--- src/rtl/core/prq_pkg.sv ---
// -----------------------------------------------------------------------------
// prq_pkg - shared types and constants for the priority ready queue
// Entry, chain link and command types used by the queue cells and the top level.
// -----------------------------------------------------------------------------
`timescale 1ns / 1ps

package prq_pkg;

    localparam int MAX_TASKS = 8;
    localparam int TASK_W    = 3;
    localparam int PRIO_W    = 8;
    localparam int CNT_W     = 4;

    localparam logic [PRIO_W-1:0] IDLE_PRIO = 8'hFF;

    typedef enum logic [1:0] {
        FN_ADD    = 2'd0,
        FN_ACT    = 2'd1,
        FN_FIN    = 2'd2,
        FN_UNUSED = 2'd3
    } t_func;

    typedef struct packed {
        logic              valid;
        logic [TASK_W-1:0] task_id;
        logic [PRIO_W-1:0] prio;
    } t_entry;

    // Handed from each cell to the next one down the row
    typedef struct packed {
        logic   hit_seen;   // an entry ahead of this cell is removed
        logic   ins_seen;   // the new item lands ahead of this cell
        logic   lock;       // head slot may not take the new item
        logic   bump;       // new item belonged in the locked head slot, take it here
        t_entry rent;       // previous cell's entry after removal
    } t_link;

    typedef struct packed {
        logic              op_add;
        logic              op_pop;
        logic              commit;
        logic [TASK_W-1:0] task_id;
        logic [PRIO_W-1:0] prio;
    } t_cmd;

endpackage

--- src/rtl/core/prq_cell.sv ---
// -----------------------------------------------------------------------------
// prq_cell - one slot of the ready queue
// Holds one entry; takes part in removal and ordered insertion through links
// to its neighbors, and moves its entry on a committed command.
// -----------------------------------------------------------------------------
`timescale 1ns / 1ps

module prq_cell (
    input  logic           i_clk,
    input  logic           i_rst_n,
    input  prq_pkg::t_cmd  i_cmd,
    input  prq_pkg::t_link i_link,
    input  prq_pkg::t_entry i_up_ent,
    output prq_pkg::t_link o_link,
    output prq_pkg::t_entry o_ent,
    output prq_pkg::t_entry o_next
);
    import prq_pkg::*;

    logic                r_valid;
    logic [TASK_W-1:0]   r_task;
    logic [PRIO_W-1:0]   r_prio;
    t_entry              cur;
    t_entry              rent;
    t_entry              newent;
    t_entry              n_ent;
    logic                hit_here;
    logic                hit_thru;
    logic                fits;
    logic                cand;

    assign cur = '{valid: r_valid, task_id: r_task, prio: r_prio};
    assign newent = '{valid: 1'b1, task_id: i_cmd.task_id, prio: i_cmd.prio};

    always_comb begin
        hit_here = i_cmd.op_add && r_valid && (r_task == i_cmd.task_id);
        hit_thru = i_link.hit_seen || hit_here;
        // close the gap left by a removed entry
        rent     = hit_thru ? i_up_ent : cur;
        fits     = !rent.valid || (rent.prio >= i_cmd.prio);
        cand     = i_cmd.op_add && (i_link.bump || (!i_link.lock && fits));
        priority if (i_cmd.op_add) begin
            if (i_link.ins_seen) begin
                n_ent = i_link.rent;
            end else if (cand) begin
                n_ent = newent;
            end else begin
                n_ent = rent;
            end
        end else if (i_cmd.op_pop) begin
            n_ent = rent;
        end else begin
            n_ent = cur;
        end
    end

    assign o_link = '{hit_seen: hit_thru, ins_seen: i_link.ins_seen || cand,
                      lock: 1'b0, bump: i_cmd.op_add && i_link.lock && fits,
                      rent: rent};
    assign o_ent  = cur;
    assign o_next = i_cmd.commit ? n_ent : cur;

    always_ff @(posedge i_clk) begin
        if (!i_rst_n) begin
            r_valid <= 1'b0;
        end else if (i_cmd.commit) begin
            r_valid <= n_ent.valid;
        end
    end

    always_ff @(posedge i_clk) begin
        if (i_cmd.commit) begin
            r_task <= n_ent.task_id;
            r_prio <= n_ent.prio;
        end
    end

endmodule

--- src/rtl/core/priority_ready_queue.sv ---
// -----------------------------------------------------------------------------
// priority_ready_queue - ordered ready queue for a run-to-completion scheduler
// Keeps up to eight task ids sorted by urgency in a row of cells and reports
// the head, the running state and a preempt flag after every command.
// -----------------------------------------------------------------------------
// One command is accepted per clock cycle while the output is not stalled, and
// completes in the cycle it is accepted: removal and ordered insertion ripple
// through the eight queue cells in that cycle, so the row of cells sets the
// cycle time, not the rate. Its result appears in the output register on the
// next cycle. While that result is held by i_out_stall the input stalls; a new
// command is accepted in the same cycle that the waiting result is taken.
// No clearing pass after reset.
`timescale 1ns / 1ps

module priority_ready_queue (
    input  logic                      i_clk,
    input  logic                      i_rst_n,
    input  logic                      i_in_valid,
    output logic                      o_in_stall,
    input  logic [1:0]                i_func,
    input  logic [prq_pkg::TASK_W-1:0] i_task_id,
    input  logic [prq_pkg::PRIO_W-1:0] i_task_priority,
    output logic                      o_out_valid,
    input  logic                      i_out_stall,
    output logic                      o_head_valid,
    output logic [prq_pkg::TASK_W-1:0] o_head_task,
    output logic [prq_pkg::PRIO_W-1:0] o_head_priority,
    output logic                      o_head_running,
    output logic [prq_pkg::PRIO_W-1:0] o_current_priority,
    output logic                      o_preempt_pending,
    output logic                      o_ignored,
    output logic [prq_pkg::CNT_W-1:0]  o_queue_count
);
    import prq_pkg::*;

    t_link             links [MAX_TASKS+1];
    t_entry            ents  [MAX_TASKS+1];
    t_entry            nexts [MAX_TASKS];
    t_cmd              cmd;
    t_func             func;
    t_entry            head_next;

    logic [CNT_W-1:0]  r_count;
    logic [CNT_W-1:0]  n_count;
    logic              r_running;
    logic              n_running;
    logic [PRIO_W-1:0] r_level;
    logic [PRIO_W-1:0] n_level;
    logic              r_out_valid;
    logic              accept;
    logic              ign;
    logic              match_any;
    logic              head_is_id;

    logic              r_hv;
    logic [TASK_W-1:0] r_ht;
    logic [PRIO_W-1:0] r_hp;
    logic              r_hr;
    logic [PRIO_W-1:0] r_cur;
    logic              r_pre;
    logic              r_ign;
    logic [CNT_W-1:0]  r_cnt;

    assign func       = t_func'(i_func);
    assign o_in_stall = r_out_valid && i_out_stall;
    assign accept     = i_in_valid && !o_in_stall;

    assign cmd.op_add  = (func == FN_ADD);
    assign cmd.op_pop  = (func == FN_FIN);
    assign cmd.task_id = i_task_id;
    assign cmd.prio    = i_task_priority;
    assign cmd.commit  = accept && !ign && (cmd.op_add || cmd.op_pop);

    // cell zero starts the chain: pop removes it, a running head keeps its slot
    assign links[0] = '{hit_seen: cmd.op_pop, ins_seen: 1'b0,
                        lock: cmd.op_add && r_running, bump: 1'b0, rent: '0};
    assign ents[MAX_TASKS] = '0;

    for (genvar g = 0; g < MAX_TASKS; g++) begin : g_cell
        prq_cell u_cell (
            .i_clk    (i_clk),
            .i_rst_n  (i_rst_n),
            .i_cmd    (cmd),
            .i_link   (links[g]),
            .i_up_ent (ents[g+1]),
            .o_link   (links[g+1]),
            .o_ent    (ents[g]),
            .o_next   (nexts[g])
        );
    end

    assign match_any  = cmd.op_add && links[MAX_TASKS].hit_seen;
    assign head_is_id = ents[0].valid && (ents[0].task_id == i_task_id);
    assign head_next  = nexts[0];

    always_comb begin
        ign       = 1'b1;
        n_count   = r_count;
        n_running = r_running;
        n_level   = r_level;
        unique case (func)
            FN_ADD: begin
                ign = (CNT_W'(i_task_id) >= CNT_W'(MAX_TASKS)) || head_is_id
                      || (!match_any && (r_count == CNT_W'(MAX_TASKS)));
                if (!ign) begin
                    n_count = r_count + CNT_W'(1) - CNT_W'(match_any);
                end
            end
            FN_ACT: begin
                ign = (r_count == '0) || r_running;
                if (!ign) begin
                    n_running = 1'b1;
                    n_level   = ents[0].prio;
                end
            end
            FN_FIN: begin
                ign = (r_count == '0);
                if (!ign) begin
                    n_count   = r_count - CNT_W'(1);
                    n_running = 1'b0;
                    if (r_count == CNT_W'(1)) begin
                        n_level = IDLE_PRIO;
                    end
                end
            end
            FN_UNUSED: begin
                ign = 1'b1;
            end
            default: begin
                ign = 1'b1;
            end
        endcase
    end

    always_ff @(posedge i_clk) begin
        if (!i_rst_n) begin
            r_count     <= '0;
            r_running   <= 1'b0;
            r_level     <= IDLE_PRIO;
            r_out_valid <= 1'b0;
        end else begin
            if (accept) begin
                r_count   <= n_count;
                r_running <= n_running;
                r_level   <= n_level;
            end
            if (accept) begin
                r_out_valid <= 1'b1;
            end else if (!i_out_stall) begin
                r_out_valid <= 1'b0;
            end
        end
    end

    // result register: state after the command
    always_ff @(posedge i_clk) begin
        if (accept) begin
            r_hv  <= head_next.valid;
            r_ht  <= head_next.valid ? head_next.task_id : '0;
            r_hp  <= head_next.valid ? head_next.prio : '0;
            r_hr  <= n_running;
            r_cur <= n_level;
            r_pre <= head_next.valid && (head_next.prio < n_level);
            r_ign <= ign;
            r_cnt <= n_count;
        end
    end

    assign o_out_valid        = r_out_valid;
    assign o_head_valid       = r_hv;
    assign o_head_task        = r_ht;
    assign o_head_priority    = r_hp;
    assign o_head_running     = r_hr;
    assign o_current_priority = r_cur;
    assign o_preempt_pending  = r_pre;
    assign o_ignored          = r_ign;
    assign o_queue_count      = r_cnt;

endmodule

--- config.mk ---
export PLATFORM = sky130hd
export DESIGN_NAME = priority_ready_queue
export DESIGN_NICKNAME = d
export VERILOG_FILES = /design/src/rtl/core/prq_pkg.sv /design/src/rtl/core/prq_cell.sv /design/src/rtl/core/priority_ready_queue.sv
export SDC_FILE = /design/constraint.sdc
export NUM_CORES = 1
export LEC_CHECK = 0
export ABC_AREA = 1
export BUFFER_PORTS_ARGS = -buffer_cell sky130_fd_sc_hd__buf_4
export CAP_MARGIN = 10
export CORE_MARGIN = 2
export CORE_UTILIZATION = 55
export CTS_BUF_LIST = sky130_fd_sc_hd__clkbuf_2 sky130_fd_sc_hd__clkbuf_4 sky130_fd_sc_hd__clkbuf_8
export CTS_CLUSTER_DIAMETER = 150
export DETAILED_ROUTE_END_ITERATION = 10
export GPL_TIMING_DRIVEN = 0
export HOLD_SLACK_MARGIN = 0.12
export PLACE_DENSITY = 0.85
export RECOVER_POWER = 50
export SYNTH_ARGS = -nofsm -noshare
export SYNTH_HDL_FRONTEND = slang
export SYNTH_SLANG_ARGS = --single-unit
--- constraint.sdc ---
create_clock -name i_clk -period 6.4 [get_ports i_clk]
set_input_delay 0.32 -clock i_clk [delete_from_list [all_inputs] [get_ports i_clk]]
set_output_delay 0.32 -clock i_clk [all_outputs]
set_load 0.005 [all_outputs]
After elaboration in Yosys (flattened, before gate mapping). Index checks and enable logic that the tools add are counted.

Add/sub/neg operators: 3. Magnitude comparators: 9. Eq/ne operators: 14. Mux-type cells: 53. Reductions and logical operators: 78.

Operators by type and width (count): 12-bit 2-to-1 mux (40); 8-bit greater-or-equal comparator (8); 1-bit logical AND (36); 1-bit logical OR (26); 3-bit equality test (8); 8-bit 2-to-1 mux (3); 8-bit case mux with 2 select lines (1); 1-bit zero test (12); 8-bit < comparator (1); 4-bit 2-to-1 mux (2); 4-bit case mux with 2 select lines (1); 4-bit by 1-bit adder with 4-bit output (second input constant) (1); 2-bit equality test (second input constant) (2); 4-bit by 1-bit equality test with 1-bit output (second input constant) (1); 4-bit equality test (second input constant) (1); 4-bit zero test (1); 1-bit 2-to-1 mux (4); 1-bit case mux with 4 select lines (1); 4-bit by 1-bit subtractor with 4-bit output (1); 4-bit by 1-bit subtractor with 4-bit output (second input constant) (1); 2-bit by 1-bit equality test with 1-bit output (second input constant) (1); 2-bit zero test (1); 2-bit by 1-bit inequality test with 1-bit output (second input constant) (1); 1-bit case mux with 2 select lines (1); other kinds (2) (2).

Register bits: 137. Input port bits: 17. Output and inout port bits: 29. Word-level logic and storage cells: 193.

Depth between registers and ports, before layout.
Word-level depth: 22. Gate-level depth with buffers: 34. Mapped depth without buffers: 29.

Cells and area by module. From an unflattened synthesis, not the netlist that was laid out.

Cell total of the unflattened synthesis: 2500. Area, all modules: 15044.4 µm².

By module, submodules not included: prq_cell (g_cell[3].u_cell ...) (times used 5, cells an instance 276, area each 1555.2 µm², seq. area each 350.3 µm²); prq_cell (g_cell[0].u_cell ...) (times used 3, cells an instance 283, area each 1652.8 µm², seq. area each 350.3 µm²); priority_ready_queue (times used 1, cells an instance 271, area each 2309.7 µm², seq. area each 1091.0 µm²).

Worst setup path before layout. No wires, ideal clock.

Kind: input port to flip-flop. Start: input port i_out_stall. End: register r_ht[0], in the netlist o_head_task[0], data pin. Data arrival time: 5163 ps. Data required time: 6147 ps. Path slack: 984 ps. Cell stages on the path: 11. Cells stage by stage: nand2_1 -> inv_1 -> nor2_1 -> inv_1 -> a21oi_1 -> nand2_2 -> inv_2 -> clkbuf_1 -> o21ai_0 -> nand2_1 -> inv_1.

Longest elaborated chain between the ends: 6.

RTL lines: start, declared (line priority_ready_queue.sv:24) `input logic i_out_stall,`; 1-bit logical AND (line priority_ready_queue.sv:65) `assign o_in_stall = r_out_valid && i_out_stall;`; net o_in_stall (line priority_ready_queue.sv:19) `output logic o_in_stall,`; 1-bit zero test (line priority_ready_queue.sv:66) `assign accept = i_in_valid && !o_in_stall;`; 1-bit logical AND (line priority_ready_queue.sv:66); net accept (line priority_ready_queue.sv:50) `logic accept;`; 1-bit logical AND (2 in series) (line priority_ready_queue.sv:72) `assign cmd.commit = accept && !ign && (cmd.op_add || cmd.op_pop);`; 12-bit 2-to-1 mux (line prq_cell.sv:61) `assign o_next = i_cmd.commit ? n_ent : cur;`; end signal, assigned (line priority_ready_queue.sv:159) `r_ht <= head_next.valid ? head_next.task_id : '0;`; end, declared (line priority_ready_queue.sv:56) `logic [TASK_W-1:0] r_ht;`.

The timed path passes the listed nets, and every way through them passes these cells. A chain may end at the register's enable or synchronous reset.

==> impl_metrics.toml <==
[logic_synthesis]
synth_nets = 1404
synthMuxAreaShare_pct = 0.424
synthSimpleGateAreaFrac_pct = 21.0
ys_types = 51
yosysWarnings = 0
synthCells = 1304
ys_seq_area_share_pct = 38.8
syn_area_per_cell_um2 = 7.69
synth_fa_ha_area_share_pct = 10.4
synth_top_family_by_area = "simple AND/OR/NAND/NOR gates"
ys_seq_elements = 137
synth_compound_area_share_pct = 19.8
synth_xor_area_share_pct = 0.611
netlist_area_mm2 = 0.0100

[placed_design]
gp_congestion = 0.937
dp.cells = 1580
portBuffers = 45
hpwl_mm = 21.0

[clock_network]
htreeDepth = 4
cts.sinks = 137
cts_buffers = 17
insertion_delay_ns = 0.48
ctsRootBufferMaster = "clkbuf_8"
cts_hold_buf = 1
clock_path_buffers = 2
clkTransAtPathRegs_ns = 0.09
cts_tree = "yes"
postCtsSetupRepairBufs = 0
cts_resized = 0

[setup_path]
crit_path_end_kind = "flop"
rrSetupSlack_ns = 0.94
cp.required_ns = 6.61
critPathArrivalTime_ns = 5.66
r2r_end = "g_cell[4].u_cell.r_task[0]"
critPathKind = "flop to flop"
rr_startpoint = "g_cell[1].u_cell.r_task[2]"
cp-start-kind = "flop"
crit_start = "g_cell[1].u_cell.r_task[2]"
path_max_fanout = 10
rr_worst_depth = 27

[final_layout]
fin_cells = 1613
fin_util_pct = 61.6
regArea_mm2 = 0.00389
drive_above_1_share_pct = 9.83
area_growth_pct = 9.87
fillCellCount = 1565
antennaDiodeCount = 0
layout.nets = 1471
multiInputGateArea_mm2 = 0.00520

[power]
pwr_density_cell_mw_per_mm2 = 221
peakVddDrop_v = 0.000150
p_leak_uw = 0.00497

[sta]
maxSlewViolCount = 43
post-route-min-period_ns = 5.46
max_freq_mhz = 183
rsz0062_at_grt = "false"
fin_crit_sh_pct = 85.3
worstMarginPinSlew_ns = 2.38
setup_violations = 0
slew_headroom_pct = -58.6
tns_ns = 0
finalClockSkew_ns = 0.0131
hold_viol = 0

[global_route]
grt_max_degree = 45
grt_pass1_vias = 9185
antenna_found_initial = 0
grt_use_total_pct = 29.1
grt_pass1_wl_mm = 45.0
overflow = 0

[floorplan]
die_h_um = 139
row_count = 49
chipWidth_um = 139
pin_count = 46
core_area_mm2 = 0.0179
initial_core_util_pct = 56.0
die_area_mm2 = 0.0193

[route]
vias = 9798
ant_nets = 0
drt_iter0_drc = 1244
via_per_inst = 6.07
dr.pass1.iters = 9
wl_mm = 28.7
post_drt_wl_per_cell_um = 17.8
drc = 0

[run_status]
status = "finished, violations left"
violations = "max-capacitance violations, max-slew violations"

[hold_path]
hold_end = "o_out_valid"
hold_path.class = "input port to flop"
min-delay-start = "i_out_stall"
min_path_cells = 3

[flow_run]
max_cap_violations = 1
==> area by class of cell <==
class	count	area share, %
buffer	54	2.46
inverter	167	5.71
clock buffer	17	2.12
multi-input combinational	946	47.2
tap	229	2.60
clock inverter	15	1.20
timing repair buffer	48	3.37
sequential	137	35.3
==> how the worst max path moves through the flow <==
| stage | end | cells past startpoint | slack [ns] |
|---|---|---|---|
| 3_5_place_dp | g_cell[4].u_cell.r_task[0] | 31 | 1.13 |
| 2_1_floorplan | o_head_task[0] | 11 | 0.98 |
| 5_1_grt | g_cell[6].u_cell.r_prio[2] | 27 | 0.55 |
| 3_3_place_gp | o_head_task[0] | 12 | -1.23 |
| 6_report | g_cell[4].u_cell.r_task[0] | 27 | 0.94 |
| 4_1_cts | g_cell[4].u_cell.r_task[0] | 27 | 1.55 |
==> synthesized netlist by cell type, drive strengths merged <==
cell type / number / share of area, %
xor2: 6 / 0.52
buf: 24 / 1.6
mux2: 2 / 0.22
o21ai: 225 / 11
inv: 164 / 6.2
nor2: 86 / 3.6
dfxtp: 22 / 4.4
o41ai: 1 / 0.27
nand4: 12 / 1.0
o211ai: 10 / 0.75
a21boi: 6 / 0.45
nor3: 31 / 1.6
nor4: 2 / 0.12
a221oi: 5 / 0.44
edfxtp: 115 / 34
o21a: 16 / 1.2
nand2: 336 / 13
clkinv: 3 / 0.11
or2: 2 / 0.12
mux2i: 2 / 0.20
nand3b: 1 / 0.075
a31oi: 2 / 0.12
xnor2: 1 / 0.087
a21oi: 64 / 3.3
a211oi: 16 / 1.2
o2111ai: 1 / 0.087
o21bai: 1 / 0.075
nand3: 29 / 1.5
ha: 83 / 10
clkbuf: 30 / 1.1
o22ai: 4 / 0.25
a22oi: 2 / 0.15
==> per-layer routing <==
metal	track usage [%]	wire length, um	up-vias
met4	15.3	1310	0
met3	6.46	3030	110
met2	47.6	13300	609
met1	36.1	11000	4518
li1	-	-	4561
met5	0	0	-
==> worst max-delay path: stages, from the launching register on <==
cell	delay (ns)
edfxtp_1	0.47
inv_1	0.09
nand2_1	0.05
nand2_1	0.06
nor2_1	0.04
nand2_1	0.09
nand4_1	0.47
nor3_1	0.53
buf_6	0.22
clkbuf_1	0.41
mux2i_1	0.45
ha_1	0.31
inv_1	0.05
a21boi_0	0.06
o21a_1	0.17
o21a_1	0.16
o21a_1	0.16
o21ai_0	0.16
nand2_1	0.08
nand3_1	0.07
nand2_1	0.07
nand2_2	0.16
inv_2	0.11
nor2_8	0.20
inv_2	0.13
buf_2	0.21
nor2_1	0.12
a211oi_1	0.06
==> cell families (layout without fill, tap and decap cells) <==
group,after synthesis,after routing
AO/OA/AOI/OAI,353,353
XOR/XNOR,7,7
adder cells (fa/ha/maj),83,83
buffers and inverters,221,301
flip-flops,137,137
multiplexers,4,4
AND/OR/NAND/NOR,499,499
==> where the power goes <==
group | switching (uW) | internal (uW) | total, uW
sequential | 29.7 | 1050 | 1080
clock | 401 | 281 | 682
combinational | 444 | 220 | 664
==> registers in the layout, indices dropped and copies added (netlist names), 3 cells and up <==
register	count
g_cell.u_cell.r_prio	64
g_cell.u_cell.r_task	24
g_cell.u_cell.r_valid	8
o_current_priority	8
o_head_priority	8
o_head_task	3
o_queue_count	4
r_count	4
r_level	8
==> cells in the final DEF, fill, tap and decap left out, types with 3 or more instances in the layout <==
| master | count |
|---|---|
| a211oi_1 | 16 |
| a21boi_0 | 6 |
| a21oi_1 | 62 |
| a221oi_1 | 5 |
| buf_2 | 15 |
| buf_4 | 15 |
| buf_6 | 6 |
| clkbuf_1 | 33 |
| clkbuf_4 | 29 |
| clkbuf_8 | 17 |
| clkinv_1 | 3 |
| clkinv_4 | 5 |
| clkinvlp_4 | 3 |
| dfxtp_1 | 22 |
| edfxtp_1 | 115 |
| ha_1 | 83 |
| inv_1 | 154 |
| inv_2 | 9 |
| inv_6 | 5 |
| nand2_1 | 329 |
| nand2_2 | 4 |
| nand2_4 | 3 |
| nand3_1 | 28 |
| nand4_1 | 11 |
| nor2_1 | 82 |
| nor3_1 | 30 |
| o211ai_1 | 10 |
| o21a_1 | 16 |
| o21ai_0 | 205 |
| o21ai_1 | 14 |
| o21ai_2 | 6 |
| o22ai_1 | 4 |
| xor2_1 | 6 |
==> metrics by stage <==
| step | setup slack, ns | hold WS, ns | power, uW | area, um2 |
|---|---|---|---|---|
| CTS | 1.55 | 0.127 | 2420 | 11100 |
| global route | 0.547 | 0.163 | 2550 | 11000 |
| detailed placement | 1.13 | 0.461 | 1750 | 10700 |
| global placement | -1.23 | 0.451 | 1720 | 10700 |
| floorplan | 0.984 | 0.443 | 1550 | 10000 |
| finish | 0.944 | 0.131 | 2430 | 11000 |
Power figures use the tool's default switching activity.
